## config.mk

```make
export PLATFORM = sky130hd
export DESIGN_NAME = sensor_response_frame_checker_core_flat
export DESIGN_NICKNAME = d
export VERILOG_FILES = /design/src/srfc_pkg.sv /design/src/srfc_in_if.sv /design/src/srfc_out_if.sv /design/src/sensor_response_frame_checker_core.sv /design/src/flat_wrapper.sv
export VERILOG_INCLUDE_DIRS = /design/src /design/src/src
export SDC_FILE = /design/constraint.sdc
export NUM_CORES = 1
export LEC_CHECK = 0
export BUFFER_PORTS_ARGS = -buffer_cell sky130_fd_sc_hd__buf_2
export CORE_MARGIN = 3
export CORE_UTILIZATION = 52
export DETAILED_ROUTE_END_ITERATION = 6
export PLACE_DENSITY = 0.81
export SYNTH_ARGS = -nofsm -noshare
export SYNTH_HDL_FRONTEND = slang
export SYNTH_SLANG_ARGS = --single-unit
export TNS_END_PERCENT = 5
```

## constraint.sdc

```tcl
create_clock -name clk -period 2.1 [get_ports clk]
set_input_delay 0.42 -clock clk [delete_from_list [all_inputs] [get_ports clk]]
set_output_delay 0.42 -clock clk [all_outputs]
set_load 0.03 [all_outputs]
```

## src/sensor_response_frame_checker_core_defines.svh

```systemverilog
// Assertion macros for the frame checker.
`ifndef SENSOR_RESPONSE_FRAME_CHECKER_CORE_DEFINES_SVH
`define SENSOR_RESPONSE_FRAME_CHECKER_CORE_DEFINES_SVH

`ifndef SYNTHESIS
`define SRFC_ASSERT_NOW(label, cond, msg) \
  label: assert property (@(posedge clk) disable iff (rst) (cond)) else $error(msg);
`define SRFC_ASSERT_NEXT(label, ante, cons, msg) \
  label: assert property (@(posedge clk) disable iff (rst) (ante) |=> (cons)) else $error(msg);
`else
`define SRFC_ASSERT_NOW(label, cond, msg)
`define SRFC_ASSERT_NEXT(label, ante, cons, msg)
`endif

`endif

```

## src/srfc_pkg.sv

```systemverilog
package srfc_pkg;

  localparam logic [15:0] CRC_INIT   = 16'hFFFF;
  localparam logic [15:0] CRC_POLY   = 16'hA001;
  localparam logic [7:0]  FUNC_CODE  = 8'h03;
  localparam logic [7:0]  BYTE_COUNT = 8'h04;

  typedef logic [2:0] pos_t;
  typedef logic [1:0] status_t;

  localparam pos_t POS_FUNC   = 3'd0;
  localparam pos_t POS_COUNT  = 3'd1;
  localparam pos_t POS_D0     = 3'd2;
  localparam pos_t POS_D1     = 3'd3;
  localparam pos_t POS_D2     = 3'd4;
  localparam pos_t POS_D3     = 3'd5;
  localparam pos_t POS_CRC_LO = 3'd6;
  localparam pos_t POS_CRC_HI = 3'd7;

  localparam status_t ST_OK    = 2'd0;
  localparam status_t ST_FUNC  = 2'd1;
  localparam status_t ST_COUNT = 2'd2;
  localparam status_t ST_CRC   = 2'd3;

  function automatic logic [15:0] crc_byte(input logic [15:0] crc, input logic [7:0] b);
    logic [15:0] c;
    c = crc ^ {8'h00, b};
    for (int k = 0; k < 8; k++) begin
      c = c[0] ? ((c >> 1) ^ CRC_POLY) : (c >> 1);
    end
    return c;
  endfunction

endpackage

```

## src/srfc_in_if.sv

```systemverilog
interface srfc_in_if;
  logic       valid;
  logic       ready;
  logic [7:0] rx_byte;
  logic       frame_start;

  modport source (output valid, output rx_byte, output frame_start, input ready);
  modport sink (input valid, input rx_byte, input frame_start, output ready);
endinterface

```

## src/srfc_out_if.sv

```systemverilog
interface srfc_out_if;
  logic        valid;
  logic        ready;
  logic [31:0] reading;
  logic [1:0]  status;

  modport source (output valid, output reading, output status, input ready);
  modport sink (input valid, input reading, input status, output ready);
endinterface

```

## src/sensor_response_frame_checker_core.sv

```systemverilog
// Result: valid in the cycle after the request carrying byte 7 is taken.
// Throughput: one byte per cycle unless a pending result is not taken; the
// CRC byte update feeds the running CRC register ahead of the result compare.
// Reset (rst, synchronous): byte position 0, CRC 0xFFFF, frame state
// cleared, no result pending.
`include "sensor_response_frame_checker_core_defines.svh"

module sensor_response_frame_checker_core
  import srfc_pkg::*;
(
  input  logic       clk,
  input  logic       rst,
  srfc_in_if.sink    rx,
  srfc_out_if.source result
);

  pos_t        byte_position;
  logic [15:0] running_crc;
  logic [31:0] data_word;
  logic [7:0]  received_crc_low;
  status_t     header_error;

  logic        res_valid;
  logic [31:0] res_reading;
  status_t     res_status;

  logic        rx_fire;
  pos_t        pos;
  logic [15:0] crc_base;
  logic [15:0] crc_next;
  logic [15:0] rx_crc;
  status_t     status_next;

  assign rx.ready = !res_valid || result.ready;
  assign rx_fire  = rx.valid && rx.ready;
  assign pos      = rx.frame_start ? POS_FUNC : byte_position;

  assign crc_base = (pos == POS_FUNC) ? CRC_INIT : running_crc;
  assign crc_next = crc_byte(crc_base, rx.rx_byte);
  assign rx_crc   = {rx.rx_byte, received_crc_low};

  always_comb begin
    if (header_error != ST_OK) begin
      status_next = header_error;
    end else if (rx_crc != running_crc) begin
      status_next = ST_CRC;
    end else begin
      status_next = ST_OK;
    end
  end

  always_ff @(posedge clk) begin
    if (rst) begin
      byte_position    <= POS_FUNC;
      running_crc      <= CRC_INIT;
      data_word        <= '0;
      received_crc_low <= '0;
      header_error     <= ST_OK;
    end else if (rx_fire) begin
      byte_position <= pos + 3'd1;
      case (pos)
        POS_FUNC: begin
          running_crc      <= crc_next;
          data_word        <= '0;
          received_crc_low <= '0;
          header_error     <= (rx.rx_byte != FUNC_CODE) ? ST_FUNC : ST_OK;
        end
        POS_COUNT: begin
          running_crc <= crc_next;
          if (header_error == ST_OK && rx.rx_byte != BYTE_COUNT) begin
            header_error <= ST_COUNT;
          end
        end
        POS_D0, POS_D1, POS_D2, POS_D3: begin
          running_crc <= crc_next;
          data_word   <= {data_word[23:0], rx.rx_byte};
        end
        POS_CRC_LO: begin
          received_crc_low <= rx.rx_byte;
        end
        default: begin
          running_crc <= CRC_INIT;
        end
      endcase
    end
  end

  // hold the result until taken
  always_ff @(posedge clk) begin
    if (rst) begin
      res_valid <= 1'b0;
    end else if (rx_fire && pos == POS_CRC_HI) begin
      res_valid <= 1'b1;
    end else if (result.ready) begin
      res_valid <= 1'b0;
    end
  end

  always_ff @(posedge clk) begin
    if (rx_fire && pos == POS_CRC_HI) begin
      res_status  <= status_next;
      res_reading <= (status_next == ST_OK) ? data_word : '1;
    end
  end

  assign result.valid   = res_valid;
  assign result.reading = res_reading;
  assign result.status  = res_status;

  `SRFC_ASSERT_NEXT(a_only_last_byte, rx_fire && pos != POS_CRC_HI && (!res_valid || result.ready), !res_valid, "result without last byte")
  `SRFC_ASSERT_NOW(a_err_all_ones, !(res_valid && res_status != ST_OK) || res_reading == 32'hFFFF_FFFF, "error result not all ones")
  `SRFC_ASSERT_NEXT(a_wrap_after_last, rx_fire && pos == POS_CRC_HI, byte_position == POS_FUNC && running_crc == CRC_INIT, "frame state not restarted")

endmodule

```

## src/flat_wrapper.sv

```systemverilog
// flat-port wrapper written by rule: the top's interface ports become plain ports
module sensor_response_frame_checker_core_flat import srfc_pkg::*;
  (clk, rst, rx_valid, rx_rx_byte, rx_frame_start, rx_ready, result_valid, result_reading, result_status, result_ready);
  srfc_in_if rx_i ();
  srfc_out_if result_i ();
  input  logic clk;
  input  logic rst;
  input wire logic [$bits(rx_i.valid)-1:0] rx_valid;
  input wire logic [$bits(rx_i.rx_byte)-1:0] rx_rx_byte;
  input wire logic [$bits(rx_i.frame_start)-1:0] rx_frame_start;
  output wire logic [$bits(rx_i.ready)-1:0] rx_ready;
  output wire logic [$bits(result_i.valid)-1:0] result_valid;
  output wire logic [$bits(result_i.reading)-1:0] result_reading;
  output wire logic [$bits(result_i.status)-1:0] result_status;
  input wire logic [$bits(result_i.ready)-1:0] result_ready;
  assign rx_i.valid = rx_valid;
  assign rx_i.rx_byte = rx_rx_byte;
  assign rx_i.frame_start = rx_frame_start;
  assign rx_ready = rx_i.ready;
  assign result_valid = result_i.valid;
  assign result_reading = result_i.reading;
  assign result_status = result_i.status;
  assign result_i.ready = result_ready;
  sensor_response_frame_checker_core u_core (.clk(clk), .rst(rst), .rx(rx_i), .result(result_i));
endmodule
```

==> Word level (Yosys, flattened, before mapping) <==
Cells that the tools add are included.
{ "classes": {"add_sub_neg": 1, "n_eq_ne": 11, "n_mux": 20, "n_bitwise": 10, "n_reduce_logical": 19} }
{ "ops": {"columns": ["op", "n"], "rows": [
  ["two-way mux 16 bit", 9],
  ["one-hot mux 32 bit (2 select lines)", 1],
  ["one-hot mux 16 bit (2 select lines)", 1],
  ["inverter 2 -> 3 bit", 8],
  ["!= test 16 bit", 1],
  ["one-hot mux 8 bit (2 select lines)", 1],
  ["XOR 16 x 8 -> 16 bit", 1],
  ["equality test 3 bit (second input constant)", 4],
  ["nonzero test 2 bit", 5],
  ["!= test 8 x 2 -> 1 bit (second input constant)", 1],
  ["!= test 8 x 3 -> 1 bit (second input constant)", 1],
  ["equality test 3 x 2 -> 1 bit (second input constant)", 2],
  ["two-way mux 2 bit", 3],
  ["AND reduction 2 bit", 3],
  ["OR reduction 6 bit", 1],
  ["logical NOT 2 bit", 2],
  ["one-hot mux 2 bit (2 select lines)", 1],
  ["OR reduction 4 bit", 1],
  ["adder 3 x 1 -> 3 bit (second input constant)", 1],
  ["equality test 3 x 1 -> 1 bit (second input constant)", 1],
  ["logical AND 1 bit", 3],
  ["logical NOT 3 bit", 1],
  ["two-way mux 1 bit", 3],
  ["two-way mux 3 bit", 1],
  ["other kinds (5)", 5]
]} }
{ "totals": {"reg_bits": 96, "inputBits": 13, "out_inout_bits": 36, "word_cells": 69} }

==> Longest topological paths before layout <==
{ "logic_depth": {"word_depth": 21, "mapped_depth": 10, "ltp_nobuf": 8} }

==> Worst setup path before layout <==
Ideal clock, no wire load.
{ "synth_timing": {"path_kind": "input to register", "start": "in result_ready", "end": "reg u_core.res_reading[0] (netlist: u_core.result.reading[0]) (enable)", "setup_ps": 389, "t_arrival_ps": 1941, "required_ps": 1711, "setup_slack_ps": -230, "stages": 5, "path_buffers": 1, "cell_sequence": "nand2b_1 and2_1 clkbuf_1 nand2_1 inv_1"} }
{ "synth_between": {"elab_chain_cells": 3} }
{ "synth_rtl": {"columns": ["item", "line_no", "text"], "rows": [
  ["from (decl)", "flat_wrapper.sv:15", "input wire logic [$bits(result_i.ready)-1:0] result_ready;"],
  ["logical OR 1 bit", "sensor_response_frame_checker_core.sv:34", "assign rx.ready = !res_valid || result.ready;"],
  ["logical AND 1 bit", "sensor_response_frame_checker_core.sv:35", "assign rx_fire = rx.valid && rx.ready;"],
  ["logical AND 1 bit", "sensor_response_frame_checker_core.sv:100", "if (rx_fire && pos == POS_CRC_HI) begin"],
  ["to (signal assigned)", "sensor_response_frame_checker_core.sv:102", "res_reading <= (status_next == ST_OK) ? data_word : '1;"],
  ["to (decl)", "sensor_response_frame_checker_core.sv:24", "logic [31:0] res_reading;"]
]} }
No other way between the ends.
A chain may end at the register's enable or synchronous reset.

==> Final worst setup path <==
{ "layout_timing": {"start": "reg u_core.byte_position[0]", "end": "reg u_core.data_word[23]"} }
{ "layout_between": {"elab_chain_cells": 5, "elab_cells_between_ends": 10, "classes_between": "eq/ne: 4; mux: 2; reduce/logical: 4"} }
{ "layout_rtl": {"columns": ["item", "line_no", "text"], "rows": [
  ["from (decl)", "sensor_response_frame_checker_core.sv:17", "pos_t byte_position;"],
  ["from (signal assigned)", "sensor_response_frame_checker_core.sv:60", "byte_position <= pos + 3'd1;"],
  ["two-way mux 3 bit (*)", "sensor_response_frame_checker_core.sv:36", "assign pos = rx.frame_start ? POS_FUNC : byte_position;"],
  ["equality test 3 x 2 -> 1 bit / equality test 3 bit (equally long branches)", "sensor_response_frame_checker_core.sv:61", "case (pos)"],
  ["OR reduction 4 bit", "sensor_response_frame_checker_core.sv:61", null],
  ["nonzero test 2 bit (no line)", null, null],
  ["AND reduction 2 bit (no line)", null, null],
  ["to (signal assigned)", "sensor_response_frame_checker_core.sv:76", "data_word <= {data_word[23:0], rx.rx_byte};"],
  ["to (decl)", "sensor_response_frame_checker_core.sv:19", "logic [31:0] data_word;"]
]} }
Every way passes the cells marked *; elsewhere a longest branch is shown, timed or not.

==> metrics.csv <==
stage,metric,value,unit
outcome,status,finished clean,
power_and_ir_drop,p_int,2.64,mW
synth,yosysSeqAreaShare,54.1,%
worst_setup_path,cp.arrival,2250,ps
sta,rsz0062_at_grt,yes,
worst_setup_path,worst_setup_path_end_kind,flip-flop,
worst_setup_path,critPathLaunch,u_core.byte_position[0],
route,antenna_left,0,
global_routing,grt_pass1_vias,2942,
synth,ys_ff_latch,96,
power_and_ir_drop,pwr-share-clk,31.4,%
cells_and_area,layout.cells.non_filler,581,
global_routing,grt.total_usage,20.2,%
route,wl_per_cell,15.1,µm
route,first_pass_iters,4,
synth,postSynthAreaPerCell,10.4,µm²
clocking,clkTransAtPathRegs,100,ps
sta,final.period_utilization,95.2,%
sta,fin_crit,2000,ps
route,vias_per_cell,5.40,
synth,synth_cell_types,37,
clocking,numCtsBuffers,9,
worst_setup_path,reg2regPathDepth,9,
clocking,clk_latency,360,ps
worst_setup_path,cp.depth,9,
power_and_ir_drop,p_leak,1.97,nW
global_routing,grt_max_degree,48,
job,drv_cap,0,
synth,synthArstFlopShare,0,%
clocking,cts-root-buf,clkbuf_8,
route,remaining_drc_errors,0,
floorplan,design.core.area,7770,µm²
synth,synth-main-ff-cell,dfxtp_1,
placed_design,dp_hpwl,6.17,mm
floorplan,num_rows,32,
worst_setup_path,crit_family,simple AND/OR/NAND/NOR gates,
global_routing,gr-total-overflow,0,
power_and_ir_drop,p_seq_share,55.2,%
power_and_ir_drop,power_frac_comb,13.4,%
global_routing,antenna_found_initial,0,
worst_setup_path,cp.required,2350,ps
worst_setup_path,startpoint_type,flip-flop,
cells_and_area,nets,493,
floorplan,die_area,9150,µm²
placed_design,numPortBuffers,48,
synth,synth_fp_nets,420,
sta,whs,361,ps
route,routed-via-count,3135,
power_and_ir_drop,ir_worst_vdd,0.369,mV
floorplan,initial_utilization,53.8,%
worst_setup_path,critical_path_buf_inv_count,2,
sta,setup_viol,0,
clocking,postCtsHoldBufs,0,
hold_path,hold_path.class,input pin to flip-flop,
sta,worst_slew_pin_slew,423,ps
synth,synth.top_cell.area_share,29.7,%
placed_design,place.gp.congestion,0.921,
sta,finalSetupTns,0,ps
worst_setup_path,worstSetupPathType,flip-flop to flip-flop,
sta,drv_slew,0,
cells_and_area,area_growth,20.0,%
floorplan,die_h,95.6,µm
worst_setup_path,crit_fanout,32,
route,drt_iter0_drc,200,
synth,synth_common_cells,"dfxtp_1 (62), nor2_1 (41), xnor2_1 (36), edfxtp_1 (34)",
sta,max_freq,0.500,GHz
sta,final.setup_skew,9.57,ps
synth,synth_edf_count,34,
worst_setup_path,r2r-start,u_core.byte_position[0],
worst_setup_path,critPathSlowestCell,or3_1,
worst_setup_path,crit_path_end,u_core.data_word[23],
synth,synth_area,4180,µm²
power_and_ir_drop,power,3.59,mW
clocking,cts.sinks,96,
power_and_ir_drop,swShare,26.4,%
synth,yosysTopAreaCell,dfxtp_1,
synth,yosysMostFrequentCell,dfxtp_1,
floorplan,die_w,95.6,µm
power_and_ir_drop,powerDensity,716,nW/µm²
hold_path,holdCritStartpoint,rx_rx_byte[3],
worst_setup_path,max_stage_delay,370,ps
worst_setup_path,rrSetupSlack,100,ps
clocking,clock_path_buffers,2,
synth,syn_inst,401,
floorplan,io_pins,49,
sta,relSlewSlack,71.6,%
cells_and_area,diodes,0,
cells_and_area,drive_gt1_share,32.4,%
clocking,htreeDepth,3,
clocking,tritoncts,built,
synth,yosysWarnings,0,
power_and_ir_drop,p_switching,949,µW
synth,synth_area_leaders,"dfxtp_1 (30%), edfxtp_1 (24%), xnor2_1 (7.5%)",
worst_setup_path,r2r-end,u_core.data_word[23],
placed_design,place_inst,565,
route,postRouteWirelength,8.79,mm
sta,hold_violations,0,
global_routing,grt_pass1_wl,14.0,mm
worst_setup_path,worstPathCellList,nor2b_2 > buf_4 > ha_1 > or3_1 > a21oi_2 > nor2_2 > buf_12 > a22oi_1 > nor2_1,
[kinds of logic (layout without fill, tap and decap cells)]
group                      Yosys count  count (layout)  share of synthesized area [%]
xor gates and xnor gates            51              51                           11.9
and+or+nand+nor                    139             139                           16.3
muxes                                1               1                          0.269
adders and majority gates            6               6                           1.80
buffers and inverters               33             111                           3.68
DFF                                 96              96                           54.1
AOI/OAI and AO/OA                   75              75                           11.9
[worst reg2reg max path, cell delays in order, from the launching register on]
cell     delay, ps
dfxtp_1        320
nor2b_2        150
buf_4          140
ha_1           220
or3_1          370
a21oi_2        170
nor2_2          60
buf_12         170
a22oi_1        230
nor2_1          60
[metrics by stage]
step                util, %  setup WS (ps)  instance area [µm²]
floorplan                 -          -63.8                 4190
global placement       61.9          -41.4                 4810
detailed placement     61.9          -90.7                 4810
CTS                    64.3           71.0                 4990
global route           64.6          -4.02                 5020
finish                 64.6           99.9                 5020
[flip-flops by register name, indices dropped and copies added (netlist names)]
name	count
u_core.running_crc	16
u_core.result.status	2
u_core.received_crc_low	8
u_core.byte_position	3
u_core.result.valid	1
u_core.data_word	32
u_core.result.reading	32
u_core.header_error	2
[power by group through the flow]
stage / sequential, mW / clock, mW / combinational (mW)
after floorplan: 2.02 / 0 / 0.318
after global placement: 2.02 / 0 / 0.458
after detailed placement: 2.02 / 0 / 0.468
after CTS: 1.98 / 1.15 / 0.472
after global routing: 1.98 / 1.23 / 0.523
final: 1.98 / 1.13 / 0.480
[repair_timing]
item                                    4_1_cts  5_1_grt
buffers inserted                              0        0
endpoints found under the setup margin        0       31
gates resized for setup                       0        6
[layer usage]
layer / routed length [µm] / part of all wire [%] / track usage [%] / vias to the layer above
li1: - / - / - / 1527
met1: 3810 / 43 / 25.6 / 1517
met2: 4380 / 50 / 33.3 / 71
met3: 350 / 4.0 / 3.63 / 20
met4: 255 / 2.9 / 9.83 / 0
met5: 0 / 0 / 0 / -
[worst min-delay path by stage]
stage                            endpoint  cells past startpoint  slack, ps
2_1_floorplan     u_core.byte_position[1]                      2        440
3_3_place_gp      u_core.byte_position[1]                      2        450
3_5_place_dp   u_core.received_crc_low[3]                      2        460
4_1_cts        u_core.received_crc_low[3]                      3        340
5_1_grt               u_core.result.valid                      3        370
6_report       u_core.received_crc_low[3]                      3        360
[cells in the final DEF (no fill, tap or decap), types with 2 or more instances in the layout]
cell / instances
clkbuf_8: 9
edfxtp_1: 34
xnor2_2: 2
xor2_1: 11
inv_8: 3
nand2_1: 31
a31oi_1: 2
or2_2: 32
ha_1: 6
nor2_1: 40
buf_2: 48
xnor2_1: 36
nand4_1: 4
a21oi_1: 18
o22ai_1: 13
buf_4: 39
buf_12: 4
a211oi_1: 3
clkinvlp_4: 3
a21oi_2: 2
a22oi_1: 32
nand2b_1: 15
dfxtp_1: 61
inv_1: 3
nor4_1: 2
nor3_1: 5
o21bai_1: 2
[final cells by class]
| class | instances | area (µm²) |
|---|---|---|
| fill | 595 | 2750 |
| clock inverter | 7 | 62.6 |
| clock buffer | 9 | 124 |
| timing repair buffer | 91 | 613 |
| multi-input combinational | 272 | 1810 |
| inverter | 4 | 18.8 |
| tap | 102 | 128 |
| sequential | 96 | 2260 |
No activity file was read; power rests on OpenSTA's default activity.
